`src/rtl/core/b85_pkg.sv`:
```
`timescale 1ns / 1ps
// ----------------------------------------------------------------------------
// b85_pkg: shared types and the alphabet lookup of the base85 decoder
// Status codes, the group record handed from the fold stage to the byte
// output stage, and the character to digit mapping (RFC 1924 alphabet).
// ----------------------------------------------------------------------------
package b85_pkg;

    localparam int unsigned RADIX     = 85;
    localparam int unsigned GROUP_LEN = 5;

    typedef enum logic [1:0] {
        ST_OK       = 2'd0,
        ST_BAD_CHAR = 2'd1,
        ST_BAD_LEN  = 2'd2
    } t_status;

    typedef struct packed {
        logic       ok;
        logic [6:0] value;
    } t_digit;

    // One closed group or one error, as passed to the byte output stage
    typedef struct packed {
        logic [31:0] acc_plus;  // folded accumulator plus one
        logic [19:0] pad_mult;  // 85 to the power of the missing digits
        logic [1:0]  last_idx;  // number of bytes minus one
        t_status     status;
        logic        eot;
    } t_group;

    function automatic t_digit digit_of(input logic [7:0] ch);
        t_digit d;
        d.ok    = 1'b1;
        d.value = 7'd0;
        if (ch >= 8'd48 && ch <= 8'd57) begin
            d.value = 7'(ch - 8'd48);
        end else if (ch >= 8'd65 && ch <= 8'd90) begin
            d.value = 7'(ch - 8'd55);
        end else if (ch >= 8'd97 && ch <= 8'd122) begin
            d.value = 7'(ch - 8'd61);
        end else begin
            unique case (ch)
                8'd33:   d.value = 7'd62;
                8'd35:   d.value = 7'd63;
                8'd36:   d.value = 7'd64;
                8'd37:   d.value = 7'd65;
                8'd38:   d.value = 7'd66;
                8'd40:   d.value = 7'd67;
                8'd41:   d.value = 7'd68;
                8'd42:   d.value = 7'd69;
                8'd43:   d.value = 7'd70;
                8'd45:   d.value = 7'd71;
                8'd59:   d.value = 7'd72;
                8'd60:   d.value = 7'd73;
                8'd61:   d.value = 7'd74;
                8'd62:   d.value = 7'd75;
                8'd63:   d.value = 7'd76;
                8'd64:   d.value = 7'd77;
                8'd94:   d.value = 7'd78;
                8'd95:   d.value = 7'd79;
                8'd96:   d.value = 7'd80;
                8'd123:  d.value = 7'd81;
                8'd124:  d.value = 7'd82;
                8'd125:  d.value = 7'd83;
                8'd126:  d.value = 7'd84;
                default: d.ok    = 1'b0;
            endcase
        end
        return d;
    endfunction

endpackage

```
`src/rtl/core/b85_if.sv`:
```
`timescale 1ns / 1ps
// ----------------------------------------------------------------------------
// b85_if: stream channels of the base85 decoder
// Character channel in, byte channel out, valid/ready handshake on each.
// ----------------------------------------------------------------------------
interface b85_in_if;
    logic       valid;
    logic       ready;
    logic [7:0] symbol;
    logic       end_of_text;

    modport source (output valid, output symbol, output end_of_text, input ready);
    modport sink   (input valid, input symbol, input end_of_text, output ready);
endinterface

interface b85_out_if;
    logic       valid;
    logic       ready;
    logic [7:0] data_byte;
    logic       run_last;
    logic       message_end;
    logic [1:0] status;

    modport source (output valid, output data_byte, output run_last,
                    output message_end, output status, input ready);
    modport sink   (input valid, input data_byte, input run_last,
                    input message_end, input status, output ready);
endinterface

```
`src/rtl/core/base85_stream_decoder.sv`:
```
`timescale 1ns / 1ps
// A character's first result passes the character, group and byte output registers in turn.
// Throughput: one character per cycle while no group waits for the byte output register;
// a closing character's bytes (up to four) leave in turn from that single register.
// Reset: synchronous, active low; clears accumulator, group count and error flag
// and empties the character, group and byte registers.
// ----------------------------------------------------------------------------
// base85_stream_decoder: streaming base85 decoder (RFC 1924 alphabet)
// Character register and fold stage feed a padding multiply and a byte
// output register; errors are reported once per message.
// ----------------------------------------------------------------------------
module base85_stream_decoder (
    input  logic      i_clk,
    input  logic      i_rst_n,
    b85_in_if.sink    i_text,
    b85_out_if.source o_bytes
);

    b85_pkg::t_group grp;
    logic            grp_valid;
    logic            grp_ready;

    b85_fold u_fold (
        .i_clk       (i_clk),
        .i_rst_n     (i_rst_n),
        .i_text      (i_text),
        .o_grp       (grp),
        .o_grp_valid (grp_valid),
        .i_grp_ready (grp_ready)
    );

    b85_emit u_emit (
        .i_clk       (i_clk),
        .i_rst_n     (i_rst_n),
        .i_grp       (grp),
        .i_grp_valid (grp_valid),
        .o_grp_ready (grp_ready),
        .o_bytes     (o_bytes)
    );

endmodule

```
`src/rtl/core/b85_fold.sv`:
```
`timescale 1ns / 1ps
// ----------------------------------------------------------------------------
// b85_fold: character register, digit fold and group state
// Maps each character to its digit, folds it into the accumulator and
// closes a group on the fifth character or at message end, or reports an error.
// ----------------------------------------------------------------------------
module b85_fold (
    input  logic              i_clk,
    input  logic              i_rst_n,
    b85_in_if.sink            i_text,
    output b85_pkg::t_group   o_grp,
    output logic              o_grp_valid,
    input  logic              i_grp_ready
);

    logic            r_in_valid;
    logic [7:0]      r_sym;
    logic            r_eot;

    logic [31:0]     r_acc;
    logic [2:0]      r_count;
    logic            r_err;
    logic [31:0]     n_acc;
    logic [2:0]      n_count;
    logic            n_err;

    logic            r_grp_valid;
    b85_pkg::t_group r_grp;
    logic            n_grp_valid;
    b85_pkg::t_group n_grp;

    b85_pkg::t_digit dig;
    logic [31:0]     folded;
    logic [2:0]      cnt1;
    logic            grp_free;
    logic            in_ready;
    logic            step;

    function automatic logic [19:0] pad_power(input logic [2:0] n);
        logic [19:0] p;
        unique case (n)
            3'd4:    p = 20'd85;
            3'd3:    p = 20'd7225;
            3'd2:    p = 20'd614125;
            default: p = 20'd1;
        endcase
        return p;
    endfunction

    assign grp_free     = !r_grp_valid || i_grp_ready;
    assign in_ready     = !r_in_valid || grp_free;
    assign step         = r_in_valid && grp_free;
    assign i_text.ready = in_ready;
    assign o_grp        = r_grp;
    assign o_grp_valid  = r_grp_valid;

    assign dig    = b85_pkg::digit_of(r_sym);
    assign folded = 32'(r_acc * 32'd85) + {25'd0, dig.value};
    assign cnt1   = r_count + 3'd1;

    always_comb begin
        n_acc       = r_acc;
        n_count     = r_count;
        n_err       = r_err;
        n_grp_valid = 1'b0;
        n_grp       = '0;
        n_grp.eot   = r_eot;
        priority if (r_err) begin
            // discard until message end
            if (r_eot) begin
                n_err = 1'b0;
            end
        end else if (r_eot && r_count == 3'd0) begin
            n_grp_valid  = 1'b1;
            n_grp.status = b85_pkg::ST_BAD_LEN;
        end else if (!dig.ok) begin
            n_grp_valid  = 1'b1;
            n_grp.status = b85_pkg::ST_BAD_CHAR;
            n_acc        = '0;
            n_count      = '0;
            n_err        = !r_eot;
        end else if (cnt1 < 3'(b85_pkg::GROUP_LEN) && !r_eot) begin
            n_acc   = folded;
            n_count = cnt1;
        end else begin
            n_grp_valid    = 1'b1;
            n_grp.status   = b85_pkg::ST_OK;
            n_grp.acc_plus = folded + 32'd1;
            n_grp.pad_mult = pad_power(cnt1);
            n_grp.last_idx = 2'(cnt1 - 3'd2);
            n_acc          = '0;
            n_count        = '0;
        end
    end

    always_ff @(posedge i_clk) begin
        if (!i_rst_n) begin
            r_in_valid  <= 1'b0;
            r_grp_valid <= 1'b0;
            r_acc       <= '0;
            r_count     <= '0;
            r_err       <= 1'b0;
        end else begin
            if (in_ready) begin
                r_in_valid <= i_text.valid;
            end
            if (grp_free) begin
                r_grp_valid <= step && n_grp_valid;
            end
            if (step) begin
                r_acc   <= n_acc;
                r_count <= n_count;
                r_err   <= n_err;
            end
        end
    end

    always_ff @(posedge i_clk) begin
        if (in_ready && i_text.valid) begin
            r_sym <= i_text.symbol;
            r_eot <= i_text.end_of_text;
        end
        if (grp_free) begin
            r_grp <= n_grp;
        end
    end

    a_count_range: assert property (@(posedge i_clk) disable iff (!i_rst_n)
        r_count < 3'(b85_pkg::GROUP_LEN))
        else $error("group count out of range");

    a_hold_group: assert property (@(posedge i_clk) disable iff (!i_rst_n)
        r_grp_valid && !i_grp_ready |=> r_grp_valid && $stable(r_grp))
        else $error("stalled group record changed");

    a_eot_clears: assert property (@(posedge i_clk) disable iff (!i_rst_n)
        step && r_eot |=> r_count == 3'd0 && !r_err && r_acc == 32'd0)
        else $error("message end left state behind");

endmodule

```
`src/rtl/core/b85_emit.sv`:
```
`timescale 1ns / 1ps
// ----------------------------------------------------------------------------
// b85_emit: padding multiply and byte output register
// Completes a group with the pad digit in one multiply, then hands out its
// bytes most significant first, one request per cycle while the receiver is ready.
// ----------------------------------------------------------------------------
module b85_emit (
    input  logic              i_clk,
    input  logic              i_rst_n,
    input  b85_pkg::t_group   i_grp,
    input  logic              i_grp_valid,
    output logic              o_grp_ready,
    b85_out_if.source         o_bytes
);

    logic            r_valid;
    logic [31:0]     r_word;
    logic [1:0]      r_idx;
    logic [1:0]      r_cnt;
    b85_pkg::t_status r_status;
    logic            r_eot;

    logic [31:0]     product;
    logic [31:0]     word;
    logic            is_last;
    logic            load_ok;

    // padding with k digits of 84 equals (acc + 1) * 85^k - 1
    assign product = i_grp.acc_plus * {12'd0, i_grp.pad_mult};
    assign word    = product - 32'd1;

    assign is_last     = r_idx == r_cnt;
    assign load_ok     = !r_valid || (o_bytes.ready && is_last);
    assign o_grp_ready = load_ok;

    assign o_bytes.valid       = r_valid;
    assign o_bytes.data_byte   = r_word[{~r_idx, 3'b000} +: 8];
    assign o_bytes.run_last    = is_last;
    assign o_bytes.message_end = is_last && r_eot;
    assign o_bytes.status      = r_status;

    always_ff @(posedge i_clk) begin
        if (!i_rst_n) begin
            r_valid <= 1'b0;
            r_idx   <= '0;
        end else begin
            if (load_ok) begin
                r_valid <= i_grp_valid;
                r_idx   <= '0;
            end else if (o_bytes.ready) begin
                r_idx <= r_idx + 2'd1;
            end
        end
    end

    always_ff @(posedge i_clk) begin
        if (load_ok && i_grp_valid) begin
            r_word   <= (i_grp.status == b85_pkg::ST_OK) ? word : 32'd0;
            r_cnt    <= i_grp.last_idx;
            r_status <= i_grp.status;
            r_eot    <= i_grp.eot;
        end
    end

    a_error_single: assert property (@(posedge i_clk) disable iff (!i_rst_n)
        r_valid && r_status != b85_pkg::ST_OK |-> is_last && r_idx == 2'd0)
        else $error("error result not a single request");

    a_error_zero: assert property (@(posedge i_clk) disable iff (!i_rst_n)
        r_valid && r_status != b85_pkg::ST_OK |-> o_bytes.data_byte == 8'd0)
        else $error("error result carries data");

    a_len_ends: assert property (@(posedge i_clk) disable iff (!i_rst_n)
        r_valid && r_status == b85_pkg::ST_BAD_LEN |-> r_eot)
        else $error("length error outside message end");

endmodule

```
`src/flat_wrapper.sv`:
```
// flat-port wrapper written by rule: the top's interface ports become plain ports
module base85_stream_decoder_flat 
  (i_clk, i_rst_n, i_text_valid, i_text_symbol, i_text_end_of_text, i_text_ready, o_bytes_valid, o_bytes_data_byte, o_bytes_run_last, o_bytes_message_end, o_bytes_status, o_bytes_ready);
  b85_in_if i_text_i ();
  b85_out_if o_bytes_i ();
  input  logic i_clk;
  input  logic i_rst_n;
  input wire logic [$bits(i_text_i.valid)-1:0] i_text_valid;
  input wire logic [$bits(i_text_i.symbol)-1:0] i_text_symbol;
  input wire logic [$bits(i_text_i.end_of_text)-1:0] i_text_end_of_text;
  output wire logic [$bits(i_text_i.ready)-1:0] i_text_ready;
  output wire logic [$bits(o_bytes_i.valid)-1:0] o_bytes_valid;
  output wire logic [$bits(o_bytes_i.data_byte)-1:0] o_bytes_data_byte;
  output wire logic [$bits(o_bytes_i.run_last)-1:0] o_bytes_run_last;
  output wire logic [$bits(o_bytes_i.message_end)-1:0] o_bytes_message_end;
  output wire logic [$bits(o_bytes_i.status)-1:0] o_bytes_status;
  input wire logic [$bits(o_bytes_i.ready)-1:0] o_bytes_ready;
  assign i_text_i.valid = i_text_valid;
  assign i_text_i.symbol = i_text_symbol;
  assign i_text_i.end_of_text = i_text_end_of_text;
  assign i_text_ready = i_text_i.ready;
  assign o_bytes_valid = o_bytes_i.valid;
  assign o_bytes_data_byte = o_bytes_i.data_byte;
  assign o_bytes_run_last = o_bytes_i.run_last;
  assign o_bytes_message_end = o_bytes_i.message_end;
  assign o_bytes_status = o_bytes_i.status;
  assign o_bytes_i.ready = o_bytes_ready;
  base85_stream_decoder u_core (.i_clk(i_clk), .i_rst_n(i_rst_n), .i_text(i_text_i), .o_bytes(o_bytes_i));
endmodule
```
`config.mk`:
```
export PLATFORM = sky130hd
export DESIGN_NAME = base85_stream_decoder_flat
export DESIGN_NICKNAME = d
export VERILOG_FILES = /design/src/rtl/core/b85_pkg.sv /design/src/rtl/core/b85_if.sv /design/src/rtl/core/base85_stream_decoder.sv /design/src/rtl/core/b85_fold.sv /design/src/rtl/core/b85_emit.sv /design/src/flat_wrapper.sv
export SDC_FILE = /design/constraint.sdc
export NUM_CORES = 1
export LEC_CHECK = 0
export ABC_AREA = 1
export ABC_CLOCK_PERIOD_IN_PS = 9300
export BUFFER_PORTS_ARGS = -buffer_cell sky130_fd_sc_hd__buf_4
export CORE_ASPECT_RATIO = 0.7
export CORE_UTILIZATION = 62
export CTS_CLUSTER_SIZE = 40
export DETAILED_ROUTE_END_ITERATION = 16
export PLACE_DENSITY_LB_ADDON = 0.15
export RECOVER_POWER = 25
export SYNTH_ARGS = -nofsm -noshare
export SYNTH_HDL_FRONTEND = slang
export SYNTH_HIERARCHICAL = 1
export SYNTH_SLANG_ARGS = --single-unit
```
`constraint.sdc`:
```
create_clock -name i_clk -period 9.3 [get_ports i_clk]
set_input_delay 0.93 -clock i_clk [delete_from_list [all_inputs] [get_ports i_clk]]
set_output_delay 0.93 -clock i_clk [all_outputs]
set_load 0.1 [all_outputs]
```
==> After elaboration in Yosys (flattened, before gate mapping) <==
Cells that the tools add are included.
{ "totals": {"reg_bits": 144, "output_inout_bits": 14, "inputBits": 13, "wordCells": 118} }
{ "classes": {"bitwise_logic": 5, "n_mux": 23, "eq_ne": 27, "n_reduce_logical": 25, "multipliers": 2, "n_lt_le_gt_ge": 7, "shifts": 1, "addsub": 9} }
{ "op_table": {"columns": ["op", "n"], "rows": [
  ["7-bit one-hot mux with 23 select lines", 1],
  ["8-bit by 6-bit == test with 1-bit output, second input constant", 15],
  ["8-bit by 7-bit == test with 1-bit output, second input constant", 8],
  ["32-bit two-way mux", 2],
  ["20-bit one-hot mux with 3 select lines", 1],
  ["32-bit by 1-bit adder with 32-bit output, second input constant", 1],
  ["32-bit by 7-bit adder with 32-bit output", 1],
  ["32-bit by 20-bit multiplier with 32-bit output", 1],
  ["32-bit by 7-bit multiplier with 32-bit output, second input constant", 1],
  ["32-bit by 6-bit variable part select with 8-bit output", 1],
  ["32-bit by 1-bit subtractor with 32-bit output, second input constant", 1],
  ["23-bit OR reduction", 1],
  ["7-bit two-way mux", 3],
  ["7-bit by 6-bit subtractor with 7-bit output, second input constant", 3],
  ["8-bit by 7-bit greater-or-equal comparator with 1-bit output, second input constant", 2],
  ["8-bit by 7-bit <= comparator with 1-bit output, second input constant", 2],
  ["1-bit two-way mux", 13],
  ["1-bit logical AND", 11],
  ["8-bit by 6-bit greater-or-equal comparator with 1-bit output, second input constant", 1],
  ["8-bit by 6-bit <= comparator with 1-bit output, second input constant", 1],
  ["3-bit by 2-bit == test with 1-bit output, second input constant", 2],
  ["3-bit two-way mux", 2],
  ["1-bit logical NOT", 4],
  ["1-bit NOT", 4],
  ["other kinds (14)", 17]
]} }

==> Depth between registers and ports, before layout <==
{ "logic_depth": {"ltp_word": 10, "mapped_depth": 40, "ltp_nobuf": 39} }

==> By module <==
Netlist, hierarchy kept.
{ "by_module_without_submodules": {"columns": ["module", "seq_area_each_um2", "cells_each", "area_per_inst_um2", "instances"], "rows": [
  ["b85_emit", 1171.1, 2147, 16294.4, 1],
  ["b85_fold", 2292.2, 1413, 10039.6, 1]
]} }

==> Worst setup path after synthesis <==
OpenSTA, ideal clock, no wires.
{ "synth_timing": {"path_kind": "reg2reg", "start": "register u_core.u_fold.r_grp (netlist bit u_core/u_fold/o_grp[17])", "end": "register u_core.u_emit.r_word[29] (data pin)", "arrival_ns": 6.307, "path_stages_with_launch": 25, "path_buffers": 3, "setup_ns": 0.253, "synth_period_minus_slack_ns": 6.560, "required_time_ns": 9.047, "setup_slack_ns": 2.740, "cell_sequence": "edfxtp_1 > buf_4 > clkbuf_1 > clkbuf_1 > nand2_1 > fa_1 > inv_1 > fa_1 > fa_1 > fa_1 > fa_1 > fa_1 > inv_1 > fa_1 > inv_1 > ha_1 > a21oi_2 > o21ai_0 > a21oi_1 > nand3_2 > a21o_2 > a21oi_1 > nand2_1 > nand2_1 > nor2_1"} }
{ "synth_via": {"elab_chain_len": 2} }
{ "synth_lines": {"columns": ["element", "line", "text"], "rows": [
  ["start: declaration", "b85_fold.sv:28", "b85_pkg::t_group r_grp;"],
  ["start signal: assignment", "b85_fold.sv:124", "r_grp <= n_grp;"],
  ["32-bit by 20-bit multiplier with 32-bit output", "b85_emit.sv:29", "assign product = i_grp.acc_plus * {12'd0, i_grp.pad_mult};"],
  ["32-bit by 1-bit subtractor with 32-bit output", "b85_emit.sv:30", "assign word = product - 32'd1;"],
  ["end signal: assignment", "b85_emit.sv:58", "r_word <= (i_grp.status == b85_pkg::ST_OK) ? word : 32'd0;"],
  ["end: declaration", "b85_emit.sv:17", "logic [31:0] r_word;"]
]} }
Every way passes these cells.
A chain may end at the register's enable or synchronous reset.

==> Worst setup path in the final report <==
{ "layout_timing": {"start": "register u_core.u_fold.r_grp (netlist bit u_core/u_fold/o_grp[33])", "end": "register u_core.u_emit.r_word[19] (data pin)"} }
Same word-level chain as after synthesis.

==> flow_summary_export.csv <==
group,metric,value,unit
worst_setup_path,critPathKind,"register to register",
synthesis,synth_seq_cells,129,
hold_path,min_from,"u_core/u_fold/o_grp[3]",
sta,finalSetupViolations,0,
sta,period_minus_slack,7.39,ns
sta,finalHoldViolCount,0,
clock_tree,clk_pin_slew,0.07,ns
worst_setup_path,crit_start,"u_core/u_fold/o_grp[33]",
worst_setup_path,cp_top_family,"adder cells",
place,dp_cells,4030,
worst_setup_path,crit_fanout,20,
worst_setup_path,cp.required,9.51,ns
clock_tree,ctsResizeCount,0,
power,power.total,0.00226,W
synthesis,syn-mean-instance-area,7.40,µm²
worst_setup_path,r2r_start,"u_core/u_fold/o_grp[33]",
power,p_comb_share,38.9,%
sta,grt_setup_unrepaired,"no",
job,drv_cap,2,
place,gp_routability_congestion,0.908,
worst_setup_path,slowest_delay,1.17,ns
hold_path,hold_class,"register to register",
sta,post-route-period-util,79.4,%
synthesis,async_flop_share,0,%
global_route,grt_pass1_wl,117000,µm
drt,vias_per_cell,5.32,
synthesis,ys_seq_area_share,13.2,%
worst_setup_path,crit_path_cell_trace,"nand2_1 > inv_1 > fa_1 > fa_1 > inv_1 > fa_1 > inv_1 > fa_1 > fa_1 > fa_1 > inv_1 > fa_1 > inv_1 > ha_1 > nand2_1 > nor3_1 > nand2_1 > nand3_1 > a21boi_2 > o21ai_2 > o21ai_1 > a21oi_1",
clock_tree,clock_latency,0.45,ns
worst_setup_path,end_kind,"register",
finish,num_antenna_cells,0,
place,hpwl,57300,µm
worst_setup_path,critPathArrivalTime,7.60,ns
finish,syn2layout_area_growth,4.06,%
global_route,grt_antenna_before_repair,0,
global_route,grt-ovfl-total,0,
power,p_seq_share,29.5,%
power,p_sw,0.000931,W
die,start_util,63.6,%
drt,wl_per_cell,17.7,µm
finish,fillers,3650,
power,p_leak,15.8,nW
sta,max-slew-margin-rel,-63.3,%
synthesis,synth_top_area_share,32.5,%
clock_tree,cts_max_path_buffers,2,
worst_setup_path,cpMostUsedCell,"fa_1",
synthesis,synth.distinct_cells,61,
synthesis,ys.flop_type,"edfxtp_1",
clock_tree,htreeDepth,4,
power,intPower,0.00133,W
global_route,grt_pass1_vias,21800,
clock_tree,hold_buffers,0,
synthesis,syn_area,26300,µm²
clock_tree,cts-root-buf,"clkbuf_16",
worst_setup_path,start_kind,"register",
die,die_height,174,µm
global_route,grt_max_degree,123,
synthesis,ys_top_cells_by_count,"inv_1 (1025), nand2_1 (942), fa_1 (428)",
finish,finalNonFillerCells,4062,
die,fp.dieW,248,µm
sta,fin_setup_tns,0,ns
drt,drt_wl_total,72000,µm
sta,timing.fmax,135,MHz
worst_setup_path,critPathBufInv,5,
power,pwr-share-clk,31.6,%
clock_tree,cts.sink_count,129,
synthesis,yosysWarnings,6,
synthesis,synth_most_common_cell,"inv_1",
global_route,grt_usage,35.3,%
die,die_area,43300,µm²
die,fp.coreArea,41400,µm²
finish,regArea,3460,µm²
drt,drc,0,
power,switching_share,41.1,%
drt,dr.pass1.iters,6,
sta,hold_ws,0.433,ns
die,rows,62,
clock_tree,cts_tree,"built",
clock_tree,cts_setup_buffers,0,
worst_setup_path,crit_slowest_cell,"edfxtp_1",
status,violations,"capacitance limit, slew limit",
drt,ant_nets,0,
sta,maxSlewViolCount,79,
power,power_density,82.6,nW/µm²
clock_tree,cts_buffers,17,
synthesis,synth_edf_count,88,
finish,final_nets,4130,
drt,vias,21600,
synthesis,synth_area_leader_cell,"fa_1",
status,status,"finished with violations",
die,pin_count,27,
place,place_ws,2.24,ns
drt,drt_iter0_drc,2233,
sta,setup_ws,1.91,ns
place,io_buffers,26,
finish,multi_input_area,18300,µm²
finish,drive_above_1_share,5.49,%
sta,skew,0.0197,ns
synthesis,synthCells,3560,
power,peakVddDrop,159,µV
sta,worstMarginPinSlew,2.45,ns
synthesis,netlist_top_cells_area,"fa_1 (33%), inv_1 (15%), nand2_1 (13%)",
## per-stage QoR
stage | util [%] | cell area [µm²]
CTS | 66.2 | 27400
global route | 66.2 | 27400
detailed placement | 64.7 | 26800
finish | 66.2 | 27400
floorplan | - | 26400
global placement | 64.7 | 26800
## power groups by stage
stage | sequential, W | combinational (W) | clock, W
2_1_floorplan | 0.000673 | 0.000610 | 0
3_3_place_gp | 0.000679 | 0.000841 | 0
3_5_place_dp | 0.000679 | 0.000843 | 0
4_1_cts | 0.000667 | 0.000855 | 0.000726
5_1_grt | 0.000670 | 0.000979 | 0.000751
6_report | 0.000668 | 0.000881 | 0.000715
## logic make-up after synthesis
group | share of synthesized area, %
and+or+nand+nor | 21.9
buffers and inverters | 17.4
adders and majority gates | 41.3
AOI/OAI and AO/OA | 5.45
DFF | 13.2
xor gates and xnor gates | 0.865
other | 0.0142
## flip-flops by register name, indices dropped and copies added (netlist names), 2 cells and up
signal and cells:
u_core/u_emit/o_bytes.status 2, u_core/u_emit/r_cnt 2, u_core/u_emit/r_idx 2, u_core/u_emit/r_word 32
u_core/u_fold/o_grp 42, u_core/u_fold/r_acc 32, u_core/u_fold/r_count 3, u_core/u_fold/r_sym 8
## worst register-to-register path, stage by stage (launching register included)
cell	delay, ns
edfxtp_1	1.17
nand2_1	0.12
inv_1	0.12
fa_1	0.46
fa_1	0.54
inv_1	0.07
fa_1	0.56
inv_1	0.07
fa_1	0.53
fa_1	0.47
fa_1	0.55
inv_1	0.06
fa_1	0.54
inv_1	0.05
ha_1	0.38
nand2_1	0.16
nor3_1	0.33
nand2_1	0.09
nand3_1	0.18
a21boi_2	0.13
o21ai_2	0.16
o21ai_1	0.07
a21oi_1	0.35
## layout by cell type, fill, tap and decap left out, types with 5 or more instances in the layout
master / count
o21ai_1: 7
nor4_1: 5
nor2_2: 14
buf_4: 33
nand2_2: 31
nand4_1: 24
inv_2: 22
xnor2_1: 11
o21ai_0: 64
xor2_1: 15
clkbuf_1: 5
nand2_1: 942
edfxtp_1: 88
conb_1: 6
a31oi_1: 8
clkbuf_16: 17
nor3_1: 14
nand3_1: 100
and2_1: 6
dfxtp_1: 41
ha_1: 184
o22ai_1: 9
clkbuf_4: 9
o21a_1: 5
nand3_2: 17
nor2_1: 172
inv_1: 1025
a21o_1: 6
nand2_4: 8
inv_6: 7
fa_1: 428
a21oi_1: 127
## final timing paths
path | end | slack (ns) | cells after the start
max | u_core/u_emit/r_word[19] | 1.91 | 22
min | u_core/u_emit/r_cnt[0] | 0.43 | 0
max reg2reg | u_core/u_emit/r_word[19] | 1.91 | 22
min reg2reg | u_core/u_emit/r_cnt[0] | 0.43 | 0
## layer usage
| metal | vias to the layer above | global-route usage, % | routed length, µm |
|---|---|---|---|
| met5 | - | 0 | 0 |
| met4 | 0 | 6.91 | 1080 |
| met3 | 83 | 8.89 | 7700 |
| met2 | 959 | 48.5 | 29100 |
| met1 | 10400 | 55.6 | 34100 |
| li1 | 10200 | - | - |
## layout make-up
class,count,share of cell area (%)
inverter,1051,14.4
tap,544,2.48
timing repair buffer,49,1.37
sequential,129,12.6
multi-input combinational,2257,66.9
clock inverter,15,0.685
clock buffer,17,1.55
(Power assumes the default switching activity.)
